--- config.mk ---
export PLATFORM = sky130hd
export DESIGN_NAME = asert_div
export DESIGN_NICKNAME = d
export VERILOG_FILES = /design/src/asert_pkg.sv /design/src/asert_div.sv
export SDC_FILE = /design/constraint.sdc
export NUM_CORES = 2
export LEC_CHECK = 0
export ABC_AREA = 0
export BUFFER_PORTS_ARGS = -buffer_cell sky130_fd_sc_hd__buf_2
export CAP_MARGIN = 20
export CORE_UTILIZATION = 56
export CTS_CLUSTER_DIAMETER = 60
export DETAILED_ROUTE_END_ITERATION = 10
export PLACE_DENSITY_LB_ADDON = 0.25
export SETUP_SLACK_MARGIN = 0.5
export SKIP_CTS_REPAIR_TIMING = 1
export SLEW_MARGIN = 0
export SYNTH_ARGS = -nofsm -noshare
export SYNTH_HDL_FRONTEND = slang
export SYNTH_SLANG_ARGS = --single-unit
--- constraint.sdc ---
create_clock -name clock -period 4.4 [get_ports clock]
set_input_delay 0.88 -clock clock [delete_from_list [all_inputs] [get_ports clock]]
set_output_delay 0.88 -clock clock [all_outputs]
set_load 0.01 [all_outputs]
--- src/asert_pkg.sv ---
// ----------------------------------------------------------------------------
// asert_pkg
// Shared types and constants for the scheduled difficulty target pipeline.
// ----------------------------------------------------------------------------
package asert_pkg;

   localparam int TARGET_WIDTH_DEF = 256;
   localparam int FRAC_BITS        = 16;
   localparam int DIV_STAGES       = 24;
   localparam int QUOT_WIDTH       = 24;

   localparam logic [47:0] POLY_C1 = 48'd195766423245049;
   localparam logic [29:0] POLY_C2 = 30'd971821376;
   localparam logic [12:0] POLY_C3 = 13'd5127;
   localparam logic [63:0] POLY_RND = 64'h0000_8000_0000_0000;
   localparam logic [16:0] FACTOR_ONE = 17'd65536;

   typedef enum logic [2:0] {
      CSR_ANCHOR_PARENT_TIME = 3'd0,
      CSR_ANCHOR_HEIGHT      = 3'd1,
      CSR_TARGET_SPACING     = 3'd2,
      CSR_HALF_LIFE          = 3'd3,
      CSR_ANCHOR_BITS        = 3'd4,
      CSR_LIMIT_BITS         = 3'd5,
      CSR_NO_RETARGET        = 3'd6
   } csr_index_type;

   typedef struct packed {
      logic        bypass;
      logic [31:0] bits;
      logic        neg;
      logic        sat_hi;
      logic        sat_lo;
   } meta_type;

endpackage

--- src/asert_div.sv ---
// ----------------------------------------------------------------------------
// asert_div
// Pipelined restoring divider, one quotient bit per stage.
// ----------------------------------------------------------------------------
module asert_div (
   input  logic                           clock,
   input  logic                           en,
   input  logic [23:0]                    divisor,
   input  logic [23:0]                    rem_in,
   input  logic [7:0]                     num_in,
   output logic [asert_pkg::QUOT_WIDTH-1:0] quot
);
   import asert_pkg::*;

   logic [23:0] rem_ff [DIV_STAGES];
   logic [23:0] wrd_ff [DIV_STAGES];
   logic [23:0] rem_in_s [DIV_STAGES];
   logic [23:0] wrd_in_s [DIV_STAGES];

   always_comb begin
      logic [23:0] rp;
      logic [23:0] wp;
      logic [24:0] r2;
      logic        ge;
      for (int i = 0; i < DIV_STAGES; i++) begin
         rp = (i == 0) ? rem_in : rem_ff[(i == 0) ? 0 : i - 1];
         wp = (i == 0) ? {num_in, 16'd0} : wrd_ff[(i == 0) ? 0 : i - 1];
         r2 = {rp, wp[23]};
         ge = (r2 >= {1'b0, divisor});
         rem_in_s[i] = ge ? 24'(r2 - {1'b0, divisor}) : r2[23:0];
         wrd_in_s[i] = {wp[22:0], ge};
      end
   end

   always_ff @(posedge clock) begin
      if (en) begin
         for (int i = 0; i < DIV_STAGES; i++) begin
            rem_ff[i] <= rem_in_s[i];
            wrd_ff[i] <= wrd_in_s[i];
         end
      end
   end

   assign quot = wrd_ff[DIV_STAGES-1];

endmodule

==> results by group <==
Outcome
  • Status: finished clean

Worst setup path
  • Crit path max fanout: 25
  • Crit path largest cell delay: 0.58 ns
  • WP data required: 4.84 ns
  • Buf/Inv on CP: 4
  • Worst Setup End Kind: register
  • Crit-path cells: buf_2 > inv_2 > buf_4 > ha_1 > nand2_1 > o41ai_1 > o31a_1 > a21o_1 > o221ai_1 > a21oi_2 > buf_12 > mux2_2
  • Startpoint Class: input port
  • Crit Path Class: in -> reg
  • Crit path arrival time: 4.15 ns
  • Top Family by Delay on Critical Path: compound AO/OA/AOI/OAI gates
  • Worst R2R End: rem_ff[0][44]$_DFFE_PP_
  • CP max stage cell: o41ai_1
  • FF-to-FF path depth: 13
  • RR Startpoint: wrd_ff[0][23]$_DFFE_PP_
  • Reg2reg setup slack: 0.91 ns

Clocking
  • CTS Sinks: 880
  • Max clock buf depth: 3
  • H-tree depth: 3
  • TritonCTS clock tree: built
  • CTS clock-pin slew for the worst setup and hold paths: 0.06 ns
  • Clk root buf: clkbuf_16
  • Total CTS buffers: 106
  • Skew-Pair Late Insertion Delay: 0.71 ns

STA
  • Final hold vios: 0
  • Max Slew Vio Count: 0
  • Final setup violation count: 0
  • Crit share post-route: 0.842
  • Setup Skew: 0.0322 ns
  • Max-slew headroom: 0.507
  • Crit path time final: 3.71 ns
  • Setup TNS: 0 ns
  • Least-Margin Pin Slew: 0.739 ns
  • RSZ-0062 raised after global routing: false
  • Peak Freq: 270 MHz

Drt
  • Final wirelength: 149,000 um
  • Routed Antenna Nets: 0
  • TritonRoute pass-1 iters: 6
  • DRC violations left: 0
  • DRT iter0 DRCs: 3,587
  • Via density per instance: 6.01
  • Routed vias: 43.2k
  • WL/cell: 20.8 um

Synth
  • Syn Nets: 6,040
  • Ys flop type: edfxtp_1
  • Post-synth top cells: 880 x edfxtp_1, 575 x ha_1, 470 x a21oi_1
  • Synthesized area: 58,700 um2
  • Ys async rst share: 0
  • FF+latch count, synth: 880
  • Most frequent cell after synthesis: edfxtp_1
  • Leading area contributor after synthesis: edfxtp_1
  • Cells after Synth: 5,384
  • Synth warn: 0
  • Largest cells by area after synthesis: edfxtp_1 45%, ha_1 12%, mux2_2 4.9%
  • Post-synth EDFFs: 880
  • Distinct cell type count after synthesis: 93
  • Post-synth top area share: 0.450
  • Sequential-to-total area share from yosys stat: 0.450
  • Syn avg cell area: 10.9 um2

Min path
  • Hold path cells: 1
  • Worst hold start: num_in[4]
  • Hold Crit Class: in -> reg
  • Hold Path Sink: wrd_ff[0][21]$_DFFE_PP_

Floorplan
  • IO Pins: 82
  • Die W: 326 um
  • Placement row count: 118
  • Core ar.: 104,000 um2
  • DIE AREA: 106,000 um2
  • Initial core utilization: 0.566
  • Die height: 326 um

Global routing
  • First-pass GRT wire length: 231,000 um
  • Initial antenna violation count: 3
  • Vias in the first global route: 41.6k
  • GR Util All Layers: 0.278
  • Global route overflow: 0
  • Largest net degree at the start of global routing: 127

Place
  • PortBufs: 81
  • GPL Wtd Cong: 1.00
  • Detailed placer's ending HPWL: 111,000 um
  • DP Area: 63,100 um2

Finish
  • Area added between synthesis and finish: 13.5%
  • Layout Cell Area excl Fill: 66,600 um2
  • NumNets Final: 6,375
  • Share of cells above drive strength 1: 0.157
  • Multi-input gate area: 31,200 um2
  • Seq. cell area: 26,400 um2
  • Filler cells: 8,173

Flow run
  • Max_cap viols: 0

Power and ir drop
  • Pleak: 26.8 nW
  • Total power: 0.0536 W
  • Maximum VDD drop: 499 uV
  • Pwr/cell area: 805 nW/um2
[per-stage QoR]
stage               setup slack [ns]  std cells  hold slack (ns)   util
floorplan                      0.312       5384            0.400      -
global placement              0.0604       6991            0.400  0.608
detailed placement            0.0129       6991            0.405  0.608
CTS                            0.734       7185            0.318  0.643
global route                   0.529       7185            0.323  0.643
finish                         0.695       7186            0.350  0.643
[report_power, final]
part | switching, W | leakage, nW | internal (W)
Clock | 0.00372 | 1.70 | 0.00524
Combinational | 0.0149 | 16.5 | 0.0136
Sequential | 0.00220 | 8.59 | 0.0140
[registers in the layout, summed over array words and instances (netlist names)]
signal and count:
rem_ff 552, wrd_ff 328
[final cells by class]
class                      instances  area share
tap                             1380      0.0259
antenna                            1   0.0000376
sequential                       880       0.397
timing repair buffer             354      0.0458
clock inverter                    79      0.0133
clock buffer                     115      0.0403
inverter                         174      0.0103
multi-input combinational       4203       0.468
[how the worst max path moves through the flow]
stage	endpoint	slack [ns]	from	depth (start not counted)
after floorplan	rem_ff[0][88]$_DFFE_PP_	0.31	divisor[1]	13
after global placement	rem_ff[2][70]$_DFFE_PP_	0.06	divisor[0]	14
after detailed placement	rem_ff[1][118]$_DFFE_PP_	0.01	divisor[0]	14
after CTS	rem_ff[1][118]$_DFFE_PP_	0.73	divisor[0]	14
after global routing	rem_ff[2][135]$_DFFE_PP_	0.53	divisor[8]	15
final	rem_ff[2][154]$_DFFE_PP_	0.69	divisor[12]	12
[per-layer routing]
metal  up-vias  GRT usage  share of wire
li1      21065          -              -
met1     20633      0.368           0.44
met2      1185      0.460           0.47
met3       319     0.0377          0.054
met4         2      0.114          0.044
met5         -          0       0.000087
[layout by cell type (no fill, tap or decap), types with 69 or more instances in the layout]
master | netlist | layout
nand2b_1 | 80 | 80
xnor2_1 | 288 | 288
mux2_2 | 257 | 254
nor2_1 | 358 | 357
a21o_1 | 226 | 226
o21a_1 | 81 | 81
nand2_1 | 385 | 384
a21oi_1 | 470 | 469
nand3_1 | 87 | 87
ha_1 | 575 | 567
nor2b_1 | 72 | 72
edfxtp_1 | 880 | 880
buf_2 | 30 | 80
inv_1 | 172 | 149
clkbuf_16 | 0 | 106
xor2_1 | 163 | 163
nor3_1 | 70 | 69
buf_4 | 25 | 226
o21ai_0 | 365 | 364
[cell families after synthesis]
family | Yosys count | synth area share
AO/OA/AOI/OAI | 1550 | 0.168
AND/OR/NAND/NOR | 1318 | 0.107
flip-flops | 880 | 0.450
adder cells (fa/ha/maj) | 598 | 0.130
XOR/XNOR | 451 | 0.0673
buffers and inverters | 301 | 0.0225
multiplexers | 286 | 0.0545
(Power assumes the default switching activity.)
